<file path="src/trs_pkg.sv">
// shared types and constants for the trs transform compose block
package trs_pkg;

  localparam int VALUE_WIDTH_DEF = 32;
  localparam int QUAT_WIDTH_DEF  = 16;
  localparam int FIFO_DEPTH      = 4;

  typedef logic [1:0] row_idx_t;

  localparam row_idx_t ROW_FIRST     = 2'd0;
  localparam row_idx_t ROW_TRANSLATE = 2'd3;

  typedef struct packed {
    logic full;
    logic empty;
  } fifo_stat_t;

endpackage

</file>
<file path="src/trs_fifo.sv">
// small queue between the front and back parts
module trs_fifo
  import trs_pkg::*;
#(
  parameter int DATA_WIDTH = 8,
  parameter int DEPTH      = FIFO_DEPTH
) (
  input  logic                  clk,
  input  logic                  rst_n,
  input  logic                  push,
  input  logic [DATA_WIDTH-1:0] wdata,
  input  logic                  pop,
  output logic [DATA_WIDTH-1:0] rdata,
  output fifo_stat_t            stat
);

  localparam int AW = (DEPTH > 1) ? $clog2(DEPTH) : 1;
  localparam int CW = $clog2(DEPTH + 1);

  logic [DATA_WIDTH-1:0] mem_r [DEPTH];
  logic [AW-1:0]         wr_ptr_r, wr_ptr_nxt;
  logic [AW-1:0]         rd_ptr_r, rd_ptr_nxt;
  logic [CW-1:0]         count_r, count_nxt;

  always_comb begin
    wr_ptr_nxt = wr_ptr_r;
    rd_ptr_nxt = rd_ptr_r;
    count_nxt  = count_r;
    if (push) begin
      wr_ptr_nxt = (wr_ptr_r == AW'(DEPTH - 1)) ? '0 : wr_ptr_r + AW'(1);
    end
    if (pop) begin
      rd_ptr_nxt = (rd_ptr_r == AW'(DEPTH - 1)) ? '0 : rd_ptr_r + AW'(1);
    end
    if (push && !pop) begin
      count_nxt = count_r + CW'(1);
    end else if (pop && !push) begin
      count_nxt = count_r - CW'(1);
    end
  end

  always_ff @(posedge clk) begin
    if (!rst_n) begin
      wr_ptr_r <= '0;
      rd_ptr_r <= '0;
      count_r  <= '0;
    end else begin
      wr_ptr_r <= wr_ptr_nxt;
      rd_ptr_r <= rd_ptr_nxt;
      count_r  <= count_nxt;
    end
  end

  always_ff @(posedge clk) begin
    if (push) begin
      mem_r[wr_ptr_r] <= wdata;
    end
  end

  assign rdata      = mem_r[rd_ptr_r];
  assign stat.full  = (count_r == CW'(DEPTH));
  assign stat.empty = (count_r == '0);

endmodule

</file>
<file path="config.mk">
export PLATFORM = sky130hd
export DESIGN_NAME = trs_fifo
export DESIGN_NICKNAME = d
export VERILOG_FILES = /design/src/trs_pkg.sv /design/src/trs_fifo.sv
export SDC_FILE = /design/constraint.sdc
export NUM_CORES = 1
export LEC_CHECK = 0
export ABC_AREA = 1
export BUFFER_PORTS_ARGS = -buffer_cell sky130_fd_sc_hd__clkbuf_2
export CORE_AREA = 4 4 69 55
export CTS_BUF_LIST = sky130_fd_sc_hd__clkbuf_4 sky130_fd_sc_hd__clkbuf_8
export CTS_CLUSTER_DIAMETER = 80
export CTS_CLUSTER_SIZE = 40
export DETAILED_ROUTE_END_ITERATION = 10
export DIE_AREA = 0 0 73 59
export HOLD_SLACK_MARGIN = 0.05
export PLACE_DENSITY = 0.84
export SLEW_MARGIN = 10
export SYNTH_ARGS = -nofsm -noshare
export SYNTH_HDL_FRONTEND = slang
export SYNTH_SLANG_ARGS = --single-unit
</file>
<file path="constraint.sdc">
create_clock -name clk -period 1.4 [get_ports clk]
set_input_delay 0.21 -clock clk [delete_from_list [all_inputs] [get_ports clk]]
set_output_delay 0.21 -clock clk [all_outputs]
set_load 0.1 [all_outputs]
</file>
Word level (Yosys, flattened, before mapping)
Memories as Yosys holds them, arrays and structs flattened. A register that Yosys moved wholly into a read port is not among the register bits.
Index checks and enable logic that the tools add are counted.
{ "word_totals": {"regBits": 7, "mem_bits_rw": 32, "inputBits": 12, "output_inout_bits": 10, "n_memories": 1} }
{ "classes": {"n_addsub": 4, "n_eq_ne": 3, "mux": 8, "n_reduce_logical": 6} }
{ "mem_list": {"columns": ["name", "words", "word_bits", "rd", "rd_ports_with_merged_regs", "write_ports", "line_no", "rtl"], "rows": [
  ["mem_r", 4, 8, 1, 1, 1, "trs_fifo.sv:20", "logic [DATA_WIDTH-1:0] mem_r [DEPTH];"]
]} }
{ "op_table": {"columns": ["operator", "n"], "rows": [
  ["2-to-1 mux 2 bit", 4],
  ["2-to-1 mux 3 bit", 2],
  ["adder 2 x 1 -> 2 bit, second input constant", 2],
  ["equality test 2 bit, second input constant", 2],
  ["adder 3 x 1 -> 3 bit, second input constant", 1],
  ["equality test 3 bit, second input constant", 1],
  ["zero test 3 bit", 1],
  ["subtractor 3 x 1 -> 3 bit, second input constant", 1],
  ["logical AND 1 bit", 2],
  ["zero test 1 bit", 2],
  ["2-to-1 mux 1 bit", 2],
  ["nonzero test 2 bit", 1]
]} }

Logic depth before layout (Yosys ltp)
{ "logic_depth": {"word_depth": 4, "mapped_depth": 10} }

Least setup slack after synthesis
No wires, ideal clock.
{ "synth_path": {"kind": "register to output", "from": "reg count_r[0]", "to": "out stat[0] (netlist bit)", "t_arrival_ns": 2.418, "required_time_ns": 1.190, "path_slack_ns": -1.228, "stages_incl_launch_ff": 2, "cell_sequence": "dfxtp_1 -> nor3_1"} }
{ "synth_rtl": {"columns": ["element", "line_no", "rtl"], "rows": [
  ["from (decl)", "trs_fifo.sv:23", "logic [CW-1:0] count_r, count_nxt;"],
  ["from (signal assigned)", "trs_fifo.sv:50", "count_r <= count_nxt;"],
  ["to (decl)", "trs_fifo.sv:14", "output fifo_stat_t stat"]
]} }

==> results.md <==
- Pin count of the biggest net entering global routing: 13
- RSZ-0062 raised after global routing: true
- R2r setup slk: 0.06 ns
- Crit. End Element: primary output
- Max Fclk: 0.633 GHz
- Total die area: 4310 µm²
- Fin crit share: 1.13
- H-Tree Level Count: 2
- Area delta synth->final: 43.9%
- Power density over the cells: 1440 nW/µm²
- Post-route DRC: 0
- Final Wtd Congestion: 0.751
- Most frequent cells in the layout: 32 x edfxtp_1, 17 x nor2_1, 14 x inv_1, 11 x clkbuf_2, 11 x buf_12
- Cell Area, Placed: 2100 µm²
- Final setup violation count: 8
- Status: finished with violations
- Worst r2r src: wr_ptr_r[0]
- CTS buffer count: 5
- Die width: 73 µm
- GRT Util Overall: 0.208
- Netlist cell types: 19
- Fin cells: 212
- Reg-to-reg endpoint: mem_r[3][3]
- Final Skew: 0.00549 ns
- Syn nets: 154
- Post-route cell area: 2380 µm²
- Final hold slack: 0.134 ns
- Core area: 3180 µm²
- I/O pin total: 22
- Dpl cells: 199
- Clk buf depth: 2
- Hold-critical path endpoint: mem_r[0][7]
- Critical Path RT: 1.19 ns
- Most common cell after layout, fill and taps aside: edfxtp_1
- Port Buffer Count: 21
- Synth warn: 0
- Crit-path max FO: 7
- Detail Placement HPWL: 2.57 mm
- Peak VDD IR: 947 µV
- FF-to-FF path depth: 3
- N_diodes: 0
- Clock Pin Slew Worst Setup and Hold Paths: 0.08 ns
- Global-route wire length before repair: 6.14 mm
- DR WL/cell: 18.7 µm
- Via density: 5.58
- Mapped cell area: 1650 µm²
- DR iter-0 viols: 86
- Worst setup margin: -0.179 ns
- Final Hold Fails: 0
- Worst skew pair latency: 0.30 ns
- Clock Tree Root: clkbuf_8
- Vias: 1182
- Layout net count: 190
- Mean Syn Cell Area: 12.2 µm²
- Number of global-route vias before repair: 1170
- Pre-CTS setup slack: -0.108 ns
- Post-route minimum period: 1.58 ns
- Total grt overflow: 0
- Drt pass-1 iters: 4
- Slew headroom: 0.713
- Setup CP Type: register to primary output
- Worst slew pin tran: 0.430 ns
- Mapped Cells: 135
- Die height: 59 µm
- Initial Util: 0.520
- Total wire length: 3.97 mm
- Leakage: 0.918 nW
- Slew Viols, Final: 0
- Min-delay worst type: input port to register
- Area leader, netlist: edfxtp_1
- Antenna Violating Nets Remaining: 0
- Arr. time, crit path: 1.37 ns
- Yosys reg bits: 41
- Hold path cells: 1
- Hold Path Origin: wdata[7]
- Max-cap viol count: 0
- Row count: 18
- Layout cells sized above 1: 0.419
- Top-area cell type share of the netlist area: 0.582
- Worst setup SP type: register
- Failing checks: negative setup slack
- Num Clock Sinks: 41
- Top post-synthesis cells by area: edfxtp_1 58%, dfxtp_1 11%, nor2_1 5.0%
- CTS tree: done
- Initial antenna violation count: 0
- Sequential area share after synthesis: 0.691
-- synth_stat cells --
| library cell | number |
|---|---|
| nor3_1 | 4 |
| inv_1 | 15 |
| o21ai_1 | 2 |
| dfxtp_1 | 9 |
| fa_1 | 1 |
| a21oi_1 | 3 |
| xor2_1 | 1 |
| nand2_1 | 8 |
| edfxtp_1 | 32 |
| ha_1 | 6 |
| nor2_1 | 22 |
| inv_2 | 1 |
| o21ai_2 | 2 |
| nand3_1 | 1 |
| buf_6 | 2 |
| o21ai_0 | 15 |
| nand4_1 | 1 |
| o22ai_1 | 8 |
| nor2_2 | 2 |
-- metrics by stage --
| step | TNS (ns) | total power [mW] | util |
|---|---|---|---|
| after detailed placement | -0.179 | 2.35 | 0.660 |
| after global routing | -1.70 | 3.54 | 0.749 |
| after CTS | -1.21 | 3.38 | 0.733 |
| after global placement | 0 | 2.31 | 0.660 |
| after floorplan | -0.766 | 2.04 | - |
| final | -1.22 | 3.42 | 0.749 |
-- state kept, by name (all words and copies together) (netlist names), named ones only --
signal,cells
mem_r,32
count_r,3
wr_ptr_r,2
rd_ptr_r,2
-- logic make-up after synthesis --
family	count (synthesis)	synth area share
buffers and inverters	18	0.0500
adder cells (fa/ha/maj)	7	0.0576
flip-flops	41	0.691
XOR/XNOR	1	0.00530
AO/OA/AOI/OAI	30	0.102
AND/OR/NAND/NOR	38	0.0947
-- per-layer routing --
layer,global-route usage,part of all wire,up-vias
li1,-,-,550
met1,0.238,0.39,584
met2,0.362,0.54,42
met3,0.0678,0.057,6
met4,0.0842,0.014,0
met5,0,0,-
-- final cells by class --
class | instances | area, µm²
sequential | 41 | 1150
fill | 180 | 798
multi-input combinational | 76 | 624
timing repair buffer | 31 | 358
clock buffer | 7 | 90.1
inverter | 16 | 70.1
tap | 40 | 50.0
clock inverter | 1 | 30.0
-- power by group --
group | leakage [nW] | internal (mW) | switching (mW)
sequential | 0.371 | 1.38 | 0.0645
clock | 0.0619 | 0.600 | 0.395
combinational | 0.485 | 0.358 | 0.621
-- how the worst max path moves through the flow --
stage	start	endpoint	slack (ns)	cells after the start
after global placement	register	rdata[4]	0.02	4
final	register	rdata[4]	-0.18	4
after CTS	register	rdata[7]	-0.18	5
after global routing	register	rdata[4]	-0.23	4
after floorplan	count_r[1]	stat[0]	-0.38	1
after detailed placement	pop	count_r[2]	-0.11	11
-- worst max-delay path, stage by stage, from the launching register on --
cell and delay, ns:
dfxtp_4 0.43, buf_6 0.17, o21ai_4 0.07, o22ai_4 0.19, buf_12 0.20
-- repair_timing --
action / CTS / global route
endpoints found under the setup margin: 8 / 11
hold buffers: 0 / 0
buffers inserted: 3 / 2
pin swaps: 5 / 2
resized for setup: 33 / 13
Power figures use the tool's default switching activity.
